**src/rsqe_pkg.sv**
```systemverilog
// Package for the reciprocal square root estimate block.
// Holds the stage structs and the 32-entry base/slope table. No dependencies.
package rsqe_pkg;

  localparam logic [63:0] InfBits  = 64'h7FF0000000000000;
  localparam logic [63:0] QnanBits = 64'h7FF8000000000000;
  localparam logic [12:0] ExpBiasSum = 13'd3068;

  typedef struct packed {
    logic        special;
    logic [63:0] special_bits;
    logic [12:0] exp_s;
    logic [51:0] frac;
  } rsqe_norm_t;

  typedef struct packed {
    logic        special;
    logic [63:0] special_bits;
    logic [10:0] rexp;
    logic [26:0] base;
    logic [11:0] dec_mag;
    logic [10:0] step;
  } rsqe_idx_t;

  function automatic logic [26:0] rom_base(input logic [4:0] sel);
    logic [26:0] b;
    case (sel)
      5'd0:  b = 27'h1a7e800;  5'd1:  b = 27'h17cb800;  5'd2:  b = 27'h1552800;
      5'd3:  b = 27'h130c000;  5'd4:  b = 27'h10f2000;  5'd5:  b = 27'h0eff000;
      5'd6:  b = 27'h0d2e000;  5'd7:  b = 27'h0b7c000;  5'd8:  b = 27'h09e5000;
      5'd9:  b = 27'h0867000;  5'd10: b = 27'h06ff000;  5'd11: b = 27'h05ab800;
      5'd12: b = 27'h046a000;  5'd13: b = 27'h0339800;  5'd14: b = 27'h0218800;
      5'd15: b = 27'h0105800;  5'd16: b = 27'h3ffa000;  5'd17: b = 27'h3c29000;
      5'd18: b = 27'h38aa000;  5'd19: b = 27'h3572000;  5'd20: b = 27'h3279000;
      5'd21: b = 27'h2fb7000;  5'd22: b = 27'h2d26000;  5'd23: b = 27'h2ac0000;
      5'd24: b = 27'h2881000;  5'd25: b = 27'h2665000;  5'd26: b = 27'h2468000;
      5'd27: b = 27'h2287000;  5'd28: b = 27'h20c1000;  5'd29: b = 27'h1f12000;
      5'd30: b = 27'h1d79000;  default: b = 27'h1bf4000;
    endcase
    return b;
  endfunction

  function automatic logic [11:0] rom_dec(input logic [4:0] sel);
    logic [11:0] d;
    case (sel)
      5'd0:  d = 12'h568; 5'd1:  d = 12'h4f3; 5'd2:  d = 12'h48d; 5'd3:  d = 12'h435;
      5'd4:  d = 12'h3e7; 5'd5:  d = 12'h3a2; 5'd6:  d = 12'h365; 5'd7:  d = 12'h32e;
      5'd8:  d = 12'h2fc; 5'd9:  d = 12'h2d0; 5'd10: d = 12'h2a8; 5'd11: d = 12'h283;
      5'd12: d = 12'h261; 5'd13: d = 12'h243; 5'd14: d = 12'h226; 5'd15: d = 12'h20b;
      5'd16: d = 12'h7a4; 5'd17: d = 12'h700; 5'd18: d = 12'h670; 5'd19: d = 12'h5f2;
      5'd20: d = 12'h584; 5'd21: d = 12'h524; 5'd22: d = 12'h4cc; 5'd23: d = 12'h47e;
      5'd24: d = 12'h43a; 5'd25: d = 12'h3fa; 5'd26: d = 12'h3c2; 5'd27: d = 12'h38e;
      5'd28: d = 12'h35e; 5'd29: d = 12'h332; 5'd30: d = 12'h30a; default: d = 12'h2e6;
    endcase
    return d;
  endfunction

endpackage

```
**src/rsqe_norm.sv**
```systemverilog
// Stage 1: classifies the operand and normalizes denormals.
// Depends on rsqe_pkg.
module rsqe_norm import rsqe_pkg::*; (
  input  logic [63:0] operand,
  output rsqe_norm_t  norm
);

  logic        sign;
  logic [10:0] bexp;
  logic [51:0] frac;
  logic [5:0]  lz;
  logic        found;

  always_comb begin
    sign  = operand[63];
    bexp  = operand[62:52];
    frac  = operand[51:0];
    lz    = 6'd0;
    found = 1'b0;
    for (int i = 51; i >= 0; i--) begin
      if (!found && frac[i]) begin
        found = 1'b1;
        lz    = 6'(51 - i);
      end
    end
    norm.special      = 1'b1;
    norm.special_bits = QnanBits;
    norm.exp_s        = {2'b00, bexp};
    norm.frac         = frac;
    if (bexp == 11'd0 && frac == '0) begin
      norm.special_bits = {sign, InfBits[62:0]};
    end else if (bexp == 11'h7FF) begin
      if (frac == '0 && !sign) norm.special_bits = '0;
    end else if (!sign) begin
      norm.special = 1'b0;
      if (bexp == 11'd0) begin
        // shifts = lz + 1; e = 1 - shifts = -lz
        norm.exp_s = 13'(-{7'd0, lz});
        norm.frac  = 52'(frac << (lz + 6'd1));
      end
    end
  end

endmodule

```
**src/rsqe_index.sv**
```systemverilog
// Stage 2: result exponent and table lookup.
// Depends on rsqe_pkg.
module rsqe_index import rsqe_pkg::*; (
  input  rsqe_norm_t norm,
  output rsqe_idx_t  idx
);

  logic [12:0] t;
  logic [4:0]  sel;

  always_comb begin
    t   = 13'(ExpBiasSum - norm.exp_s);
    sel = {norm.exp_s[0], norm.frac[51:48]};
    idx.special      = norm.special;
    idx.special_bits = norm.special_bits;
    idx.rexp         = t[11:1];
    idx.base         = rom_base(sel);
    idx.dec_mag      = rom_dec(sel);
    idx.step         = norm.frac[47:37];
  end

endmodule

```
**src/rsqe_mant.sv**
```systemverilog
// Stage 3: multiply-subtract for the mantissa and result assembly.
// Depends on rsqe_pkg.
module rsqe_mant import rsqe_pkg::*; (
  input  rsqe_idx_t   idx,
  output logic [63:0] result
);

  logic [22:0] prod;
  logic [26:0] mant;

  always_comb begin
    prod = 23'(idx.dec_mag) * 23'(idx.step);
    mant = idx.base - 27'(prod);
    if (idx.special) result = idx.special_bits;
    else             result = {1'b0, idx.rexp, mant[25:0], 26'd0};
  end

endmodule

```
**src/reciprocal_sqrt_estimate_top.sv**
```systemverilog
// Reciprocal square root estimate of a raw IEEE double, three-stage pipeline.
// Depends on rsqe_pkg, rsqe_norm, rsqe_index, rsqe_mant.
//
// Input beat: in_valid/in_stall with in_operand_bits (64-bit double pattern).
// Result beat: out_valid/out_stall with out_estimate_bits.
// Each operand yields exactly one result, in order.
// Stages in order: normalize, lookup, multiply-subtract, each registered.
// Throughput: one beat per cycle unless a stalled output has filled the pipeline;
// each stage is set by its own logic: leading-zero shift, table read, 12x11 multiply.
// A stage advances when it is empty or the stage after it advances, so the
// pipeline holds up to three beats; a stalled output holds its beat stable
// and in_stall rises only once all three stages are full.
// Reset (rst_n low, synchronous) clears every valid bit; no other state.
// The block has no configuration.
module reciprocal_sqrt_estimate_top import rsqe_pkg::*; (
  input  logic        clk,
  input  logic        rst_n,
  input  logic        in_valid,
  output logic        in_stall,
  input  logic [63:0] in_operand_bits,
  output logic        out_valid,
  input  logic        out_stall,
  output logic [63:0] out_estimate_bits
);

  rsqe_norm_t  norm_nxt, norm_r;
  rsqe_idx_t   idx_nxt, idx_r;
  logic [63:0] res_nxt, res_r;
  logic        v1_r, v2_r, v3_r;
  logic        adv1, adv2, adv3;

  rsqe_norm  u_norm  (.operand(in_operand_bits), .norm(norm_nxt));
  rsqe_index u_index (.norm(norm_r), .idx(idx_nxt));
  rsqe_mant  u_mant  (.idx(idx_r), .result(res_nxt));

  assign adv3 = !v3_r || !out_stall;
  assign adv2 = !v2_r || adv3;
  assign adv1 = !v1_r || adv2;
  assign in_stall = !adv1;
  assign out_valid = v3_r;
  assign out_estimate_bits = res_r;

  always_ff @(posedge clk) begin
    if (!rst_n) begin
      v1_r <= 1'b0;
      v2_r <= 1'b0;
      v3_r <= 1'b0;
    end else begin
      if (adv1) v1_r <= in_valid;
      if (adv2) v2_r <= v1_r;
      if (adv3) v3_r <= v2_r;
    end
  end

  always_ff @(posedge clk) begin
    if (adv1) norm_r <= norm_nxt;
    if (adv2) idx_r  <= idx_nxt;
    if (adv3) res_r  <= res_nxt;
  end

  a_hold_out: assert property (@(posedge clk) disable iff (!rst_n)
    out_valid && out_stall |=> out_valid && $stable(out_estimate_bits))
    else $error("result changed under stall");
  a_full_stall: assert property (@(posedge clk) disable iff (!rst_n)
    in_stall |-> v1_r && v2_r && v3_r && out_stall)
    else $error("input stalled with room in pipeline");
  a_flow: assert property (@(posedge clk) disable iff (!rst_n)
    v2_r && !out_stall |=> v3_r)
    else $error("beat lost between stages");

endmodule

```
**config.mk**
```make
export PLATFORM = sky130hd
export DESIGN_NAME = reciprocal_sqrt_estimate_top
export DESIGN_NICKNAME = d
export VERILOG_FILES = /design/src/rsqe_pkg.sv /design/src/rsqe_norm.sv /design/src/rsqe_index.sv /design/src/rsqe_mant.sv /design/src/reciprocal_sqrt_estimate_top.sv
export SDC_FILE = /design/constraint.sdc
export NUM_CORES = 1
export LEC_CHECK = 0
export ABC_AREA = 0
export BUFFER_PORTS_ARGS = -buffer_cell sky130_fd_sc_hd__buf_2
export CAP_MARGIN = 20
export CORE_ASPECT_RATIO = 0.6
export CORE_MARGIN = 1.5
export CORE_UTILIZATION = 51
export CTS_CLUSTER_SIZE = 10
export DETAILED_ROUTE_END_ITERATION = 12
export PLACE_DENSITY = 0.67
export SLEW_MARGIN = 10
export SYNTH_ARGS = -nofsm -noshare
export SYNTH_HDL_FRONTEND = slang
export SYNTH_HIERARCHICAL = 1
export SYNTH_SLANG_ARGS = --single-unit
```
**constraint.sdc**
```tcl
create_clock -name clk -period 7.1 [get_ports clk]
set_clock_uncertainty 0.1 [all_clocks]
set_input_delay 0 -clock clk [delete_from_list [all_inputs] [get_ports clk]]
set_output_delay 0 -clock clk [all_outputs]
set_load 0.02 [all_outputs]
```
Word-level counts from Yosys, hierarchy flattened

Memories as Yosys holds them, arrays and structs flattened. A register that Yosys moved wholly into a read port is not among the register bits.
Cells that the tools add are included.

Bits of input ports: 68
Register bits: 321
Memories kept: 2
ROM bits: 832

$add $sub $neg: 4
Muxes and demuxes: 111
Reduce and logical (&&, ||, !) cells: 118
Bitwise logic cells: 2
Multipliers: 1
Shift-type cells: 1
Equality and inequality tests: 1

Memory list:

| memory          | depth | bits a word | rd ports | clocked after memory_dff | write ports | RTL line       | RTL |
|---|---|---|---|---|---|---|---|
| (no name shown) | 32    | 15          | 1        | 1                        | 0           | rsqe_pkg.sv:27 | `case (sel)` |
| (no name shown) | 32    | 11          | 1        | 1                        | 0           | rsqe_pkg.sv:45 | `case (sel)` |

Operators by type and width:

| cell                                                          | number |
|---|---|
| 63-bit 2-to-1 mux                                             | 7 |
| 6-bit 2-to-1 mux                                              | 20 |
| 5-bit 2-to-1 mux                                              | 16 |
| 64-bit 2-to-1 mux                                             | 1 |
| 1-bit logical NOT                                             | 57 |
| 1-bit logical AND                                             | 53 |
| 1-bit 2-to-1 mux                                              | 53 |
| 52-bit logical NOT                                            | 1 |
| 52-bit by 6-bit left shift with 52-bit output                 | 1 |
| 4-bit 2-to-1 mux                                              | 8 |
| 26-bit by 23-bit subtractor with 26-bit output                | 1 |
| 12-bit by 11-bit multiplier with 23-bit output                | 1 |
| 3-bit 2-to-1 mux                                              | 4 |
| 6-bit negation with 12-bit output                             | 1 |
| 12-bit subtractor, first input constant                       | 1 |
| 11-bit == test, second input constant                         | 1 |
| 11-bit logical NOT                                            | 1 |
| 6-bit by 1-bit adder with 6-bit output, second input constant | 1 |
| 2-bit 2-to-1 mux                                              | 2 |
| 2-bit OR reduction                                            | 2 |
| 4-bit OR reduction                                            | 1 |
| 1-bit logical OR                                              | 3 |
| 1-bit inverter                                                | 2 |

Longest topological paths before layout

Gate-level depths: netlist of run 1.

Depth after elaboration: 160
Mapped depth: 23
Mapped depth without buffers: 19

Modules after synthesis

The synthesis of run 1 kept the hierarchy.

Modules (own cells, without submodules):

| module                       | area an instance (um^2) | cells each | instances |
|---|---|---|---|
| reciprocal_sqrt_estimate_top | 9723.1                  | 332        | 1 |
| rsqe_mant                    | 5983.2                  | 731        | 1 |
| rsqe_norm                    | 5447.7                  | 754        | 1 |
| rsqe_index                   | 2016.9                  | 273        | 1 |

Worst setup path after synthesis of run 1

Ideal clock, no wire load.

Path type: flip-flop to flip-flop
Start: register idx_r[2] (netlist bit)
End: register res_r[47] (netlist: out_estimate_bits[47]) (data pin)
Required time: 6.740 ns
Stages on the path, launching flop included: 18
Data arrival time: 5.028 ns
Path buffers: 1
Slack: 1.712 ns
Setup time: 0.260 ns
Cells stage by stage: edfxtp_1 -> clkbuf_1 -> and2_1 -> fa_1 -> fa_1 -> inv_1 -> fa_1 -> fa_1 -> inv_1 -> fa_1 -> inv_1 -> ha_1 -> nand2_1 -> or3_2 -> o221ai_2 -> o21bai_1 -> xnor2_1 -> mux2_2

Longest elaborated chain between the ends: 3

RTL lines:

| element                                        | RTL line                           | RTL |
|---|---|---|
| start, declared                                | reciprocal_sqrt_estimate_top.sv:27 | `rsqe_idx_t idx_nxt, idx_r;` |
| start signal, assigned                         | reciprocal_sqrt_estimate_top.sv:57 | `if (adv2) idx_r <= idx_nxt;` |
| 12-bit by 11-bit multiplier with 23-bit output | rsqe_mant.sv:12                    | `prod = 23'(idx.dec_mag) * 23'(idx.step);` |
| 26-bit by 23-bit subtractor with 26-bit output | rsqe_mant.sv:13                    | `mant = idx.base - 27'(prod);` |
| 63-bit 2-to-1 mux                              | rsqe_mant.sv:14                    | `if (idx.special) result = idx.special_bits;` |
| named net res_nxt[47]                          | reciprocal_sqrt_estimate_top.sv:28 | `logic [63:0] res_nxt, res_r;` |
| end signal, assigned                           | reciprocal_sqrt_estimate_top.sv:58 | `if (adv3) res_r <= res_nxt;` |
| end, declared                                  | reciprocal_sqrt_estimate_top.sv:28 |  |

The timed path passes the listed nets, and every way through them passes these cells.
A chain may end at the register's enable or synchronous reset.

Worst setup path after layout of run 1

Start: register, netlist name idx_r[21]
End: register res_r[49] (netlist: out_estimate_bits[49]) (data pin)

Longest elaborated chain between the ends: 3

RTL lines:

| element                                        | RTL line |
|---|---|
| 12-bit by 11-bit multiplier with 23-bit output | rsqe_mant.sv:12 |
| 26-bit by 23-bit subtractor with 26-bit output | rsqe_mant.sv:13 |
| 63-bit 2-to-1 mux                              | rsqe_mant.sv:14 |
| named net res_nxt[49]                          | reciprocal_sqrt_estimate_top.sv:28 |

The timed path passes the listed nets, and every way through them passes these cells.

==> results of run 1 <==
[power by group through the flow]
| stage | clock (W) | sequential (W) | combinational [W] |
|---|---|---|---|
| global route | 0.00169 | 0.00222 | 0.00581 |
| global placement | 0 | 0.00223 | 0.00499 |
| floorplan | 0 | 0.00230 | 0.00391 |
| CTS | 0.00163 | 0.00220 | 0.00516 |
| finish | 0.00159 | 0.00220 | 0.00521 |
| detailed placement | 0 | 0.00223 | 0.00510 |
[repair_timing]
item / in CTS / in global routing
hold buffers: 27 / 0
endpoints found under the hold margin: 37 / 0
setup buffers: 0 / 0
[cell type report]
class                           instances  area (um2)
Multi-Input combinational cell       1276       10800
Timing Repair Buffer                  184        1150
Sequential cell                       284        8500
Fill cell                            3528       18100
Inverter                              185         702
Clock buffer                           45         935
Clock inverter                          5        67.6
Tap cell                              560         701
[worst min-delay path by stage]
stage,to,startpoint
finish,norm_r[44],in_operand_bits[44]
global route,norm_r[45],in_operand_bits[45]
CTS,norm_r[44],in_operand_bits[44]
detailed placement,v1_r,in_valid
global placement,v1_r,in_valid
floorplan,v1_r,rst_n
[per-layer routing]
layer / up-vias / track usage, % / routed length [um]
met5: - / 0 / 0
met1: 7177 / 39.0 / 25000
met2: 679 / 32.0 / 20200
met3: 45 / 6.12 / 5470
met4: 0 / 3.80 / 523
li1: 6694 / - / -
[registers in the layout, summed over array words and instances, names as in the netlist]
name	count
idx_r	125
norm_r	92
out_estimate_bits	64
out_valid	1
v1_r	1
v2_r	1
[worst max-delay path, stage by stage, from the launching register on]
cell	delay [ns]
edfxtp_1	0.57
and2_1	0.25
fa_1	0.57
inv_1	0.06
fa_1	0.50
fa_1	0.52
fa_1	0.49
inv_1	0.05
fa_1	0.52
inv_1	0.04
ha_1	0.39
nand2_1	0.15
or4_1	0.55
a2bb2oi_1	0.22
o211ai_2	0.28
nor3_1	0.09
a211o_1	0.29
[metrics by stage]
stage / setup slack, ns / hold slack [ns] / instance area (um2) / util, %
after floorplan: 1.71 / 0.0176 / 21600 / -
after global placement: 1.31 / 0.111 / 21600 / 52.6
after detailed placement: 1.22 / 0.123 / 21600 / 52.6
after CTS: 1.21 / 0.0378 / 22800 / 55.8
after global routing: 0.880 / 0.0964 / 22900 / 55.8
final: 1.19 / 0.0755 / 22900 / 55.8
==> flow_summary.json, run 1 <==
{
  "viasPerCell": 5.75,
  "clkTransAtPathRegs_ns": 0.05,
  "timing.rr.end": "out_estimate_bits[49]",
  "grt_start_max_net_pins": 73,
  "io_buffer_count": 133,
  "switching_power_w": 0.00389,
  "die_x_um": 268,
  "wl_per_cell_um": 20.2,
  "cts_tree": "yes",
  "syn_to_final_growth_pct": 6.69,
  "critPathLaunchType": "flip-flop",
  "diodes": 0,
  "p_leak_nw": 9.20,
  "totalPowerFinal_w": 0.00900,
  "crit_fanout": 11,
  "finalHoldViolCount": 0,
  "critPathArrivalTime_ns": 6.07,
  "clk_latency_ns": 0.52,
  "setup_violations": 0,
  "cp-startpoint": "idx_r[21]",
  "powerDensity_nw_per_um2": 394,
  "period_minus_slack_ns": 5.91,
  "ant_nets": 0,
  "htreeDepth": 2,
  "reg2reg_slack_ns": 1.19,
  "cts_buffers": 35,
  "final_nets": 2228,
  "slew_viol_final": 0,
  "hp-class": "primary input to flip-flop",
  "grt_usage_pct": 23.9,
  "first_iter_violations": 1779,
  "die_area_um2": 43300,
  "crit_type": "flip-flop to flip-flop",
  "hpwl_mm": 38.4,
  "max_freq_mhz": 169,
  "tightest_slew_ns": 1.05,
  "grt_pass1_vias": 13900,
  "p_comb_share_pct": 57.9,
  "r2r_start": "idx_r[21]",
  "post-route-drc-count": 0,
  "drive_above_1_share_pct": 16.1,
  "ir_drop_v": 0.000579,
  "p_int_w": 0.00511,
  "final_cells": 2539,
  "route.vias.total": 14600,
  "min_path_cells": 4,
  "clock_path_buffers": 3,
  "mostFrequentLayoutCell": "edfxtp_1",
  "max_slew_margin_pct": 29.8,
  "syn_area_um2": 21400,
  "grt-ovfl-total": 0,
  "cts_root_buf": "clkbuf_16",
  "worstSetupEndpointType": "flip-flop",
  "num_rows": 57,
  "grt_pass1_wl_mm": 79.8,
  "avgSynthCellArea_um2": 11.0,
  "rsz0062_at_grt": "no",
  "tns_ns": 0,
  "synth_cells": 1952,
  "totalWireLength_mm": 51.2,
  "cts.sinks": 284,
  "ys.warnings.count": 6,
  "seq_power_share_pct": 24.4,
  "clockPowerShare_pct": 17.7,
  "crit_end": "out_estimate_bits[49]",
  "swShare_pct": 43.2,
  "drv_cap": 0,
  "antenna_found_initial": 3,
  "dr.pass1.iters": 7,
  "place_congestion": 0.979,
  "ios": 134,
  "reg2reg_depth": 16,
  "status": "finished clean",
  "core_area_um2": 40900,
  "mostFrequentLayoutCells": "281 x edfxtp_1, 177 x inv_1, 172 x nand2_1, 133 x buf_2, 111 x fa_1",
  "initial_utilization_pct": 52.3,
  "die_h_um": 162,
  "required_ns": 7.26,
  "cts_resized": 0,
  "period_share_pct": 83.3,
  "dp.cells": 2461
}
No activity file was read; power rests on OpenSTA's default activity.
==> run 2, diff against run 1 <==
- PLACE_DENSITY: 0.67 -> 0.69
- clock period: 7.1 -> 5 ns (I/O delays scaled with it)
==> run 2 against run 1 <==
Compared with the run above:
- the run now ends with negative setup slack left
- register-to-register slack lost 1.5 ns
- clock-buffer cell count grew 1
- worst setup slack lost 1.5 ns
- sequential share of layout area shrank 3.3 points
- cell count grew 8.5%
- routed wire length grew 8.7%
- critical endpoint is now out_estimate_bits[47]
- largest cell class unchanged
- highest routed layer unchanged
==> flow_summary.json, run 2 (same netlist as run 1, synthesis figures left out) <==
{
  "dp.cells": 2636,
  "largest_register": "idx_r",
  "setup_violations": 15,
  "die_area_um2": 43300,
  "route.vias.total": 15500,
  "powerDensity_nw_per_um2": 759,
  "num_rows": 57,
  "hpwl_mm": 41.5,
  "mostFrequentLayoutCells": "281 x edfxtp_1, 210 x buf_4, 165 x nand2_1, 157 x inv_1, 133 x buf_2",
  "diodes": 0,
  "ir_drop_v": 0.00138,
  "clkTransAtPathRegs_ns": 0.06,
  "totalWireLength_mm": 55.6,
  "totalPowerFinal_w": 0.0191,
  "ant_nets": 0,
  "period_share_pct": 107,
  "htreeDepth": 2,
  "antenna_found_initial": 1,
  "critPathArrivalTime_ns": 5.52,
  "ios": 134,
  "crit_fanout": 4,
  "cts_buffers": 35,
  "mostFrequentLayoutCell": "edfxtp_1",
  "final_cells": 2756,
  "clk_latency_ns": 0.51,
  "clockPowerShare_pct": 11.3,
  "dr.pass1.iters": 6,
  "rsz0062_at_grt": "yes",
  "max_freq_mhz": 187,
  "finalHoldViolCount": 0,
  "grt_pass1_vias": 15400,
  "busiest_layer": "met1",
  "status": "complete, but fails checks",
  "initial_utilization_pct": 52.3,
  "cts_root_buf": "clkbuf_16",
  "crit_type": "flip-flop to flip-flop",
  "die_x_um": 268,
  "io_buffer_count": 133,
  "period_minus_slack_ns": 5.36,
  "clock_path_buffers": 3,
  "max_slew_margin_pct": 22.6,
  "hp-class": "primary input to flip-flop",
  "grt-ovfl-total": 0,
  "viasPerCell": 5.63,
  "violations": "negative setup slack",
  "required_ns": 5.16,
  "drv_cap": 0,
  "critPathLaunchType": "flip-flop",
  "die_h_um": 162,
  "grt_usage_pct": 26.0,
  "grt_start_max_net_pins": 81,
  "grt_pass1_wl_mm": 86.2,
  "syn_to_final_growth_pct": 17.2,
  "worstSetupEndpointType": "flip-flop",
  "switching_power_w": 0.00765,
  "drive_above_1_share_pct": 28.9,
  "wl_per_cell_um": 20.2,
  "slew_viol_final": 0,
  "post-route-drc-count": 0,
  "swShare_pct": 40.1,
  "first_iter_violations": 1521,
  "tightest_slew_ns": 1.16,
  "grt_util_met1_pct": 39.8,
  "seq_power_share_pct": 16.2,
  "setup_ws_ns": -0.360,
  "grt_use_met3_pct": 9.40,
  "final_nets": 2446,
  "cts_tree": "yes",
  "place_congestion": 1.00,
  "grtUsageMet2_pct": 35.8,
  "p_leak_nw": 10.4,
  "cts.sinks": 284,
  "p_comb_share_pct": 72.5,
  "p_int_w": 0.0114,
  "largest_reg_flops": 125,
  "core_area_um2": 40900
}
run 2: timing repair:
action | 4_1_cts | 5_1_grt
endpoints found under the setup margin | 16 | 19
endpoints found under the hold margin | 34 | 0
pin swaps | 45 | 26
setup buffers | 29 | 20
hold buffers | 22 | 0
gates resized for setup | 72 | 47
run 2: area by class of cell:
cell class,instances,area [um2]
Fill cell,3326,15800
Timing Repair Buffer,402,2950
Clock inverter,3,22.5
Multi-Input combinational cell,1276,11300
Tap cell,560,701
Clock buffer,46,917
Sequential cell,284,8500
Inverter,185,702
run 2: final timing paths:
check	startpoint	to	slack [ns]	cells past startpoint
worst max register to register	idx_r[17]	out_estimate_bits[47]	-0.36	18
worst min-delay path	in_operand_bits[38]	norm_r[38]	0.09	4
worst max-delay path	idx_r[17]	out_estimate_bits[47]	-0.36	18
worst min register to register	norm_r[47]	idx_r[10]	0.30	0
run 2: metrics by stage:
step	hold WS [ns]	setup WS (ns)	TNS, ns	util (%)	area (um2)
3_5_place_dp	0.127	-0.383	-4.12	56.5	23100
2_1_floorplan	0.0176	-0.0954	-0.157	-	21900
3_3_place_gp	0.113	-0.364	-3.46	56.4	23100
5_1_grt	0.0632	-0.473	-5.77	61.3	25100
6_report	0.0852	-0.360	-3.53	61.3	25100
4_1_cts	0.0276	-0.270	-2.26	60.5	24800
run 2: critical path, cell delays in order (launching register included):
cell	delay, ns
edfxtp_1	0.50
buf_6	0.18
and2_4	0.13
fa_1	0.48
fa_2	0.55
inv_2	0.04
fa_2	0.44
fa_1	0.49
inv_1	0.05
fa_1	0.49
inv_2	0.05
ha_4	0.28
nand2_4	0.06
buf_6	0.12
or3_4	0.37
o221ai_4	0.27
o21bai_1	0.12
xnor2_1	0.13
mux2_2	0.26
run 2: power by group through the flow:
stage	clock network, W	registers (W)	logic (W)
2_1_floorplan	0	0.00326	0.00640
3_3_place_gp	0	0.00316	0.0100
3_5_place_dp	0	0.00316	0.0102
4_1_cts	0.00221	0.00310	0.0123
5_1_grt	0.00231	0.00312	0.0148
6_report	0.00215	0.00309	0.0138
run 2: routing by layer:
| layer | vias up | share of wire (%) |
|---|---|---|
| li1 | 7141 | - |
| met1 | 7647 | 47 |
| met2 | 685 | 40 |
| met3 | 38 | 12 |
| met4 | 0 | 0.77 |
| met5 | - | 0 |
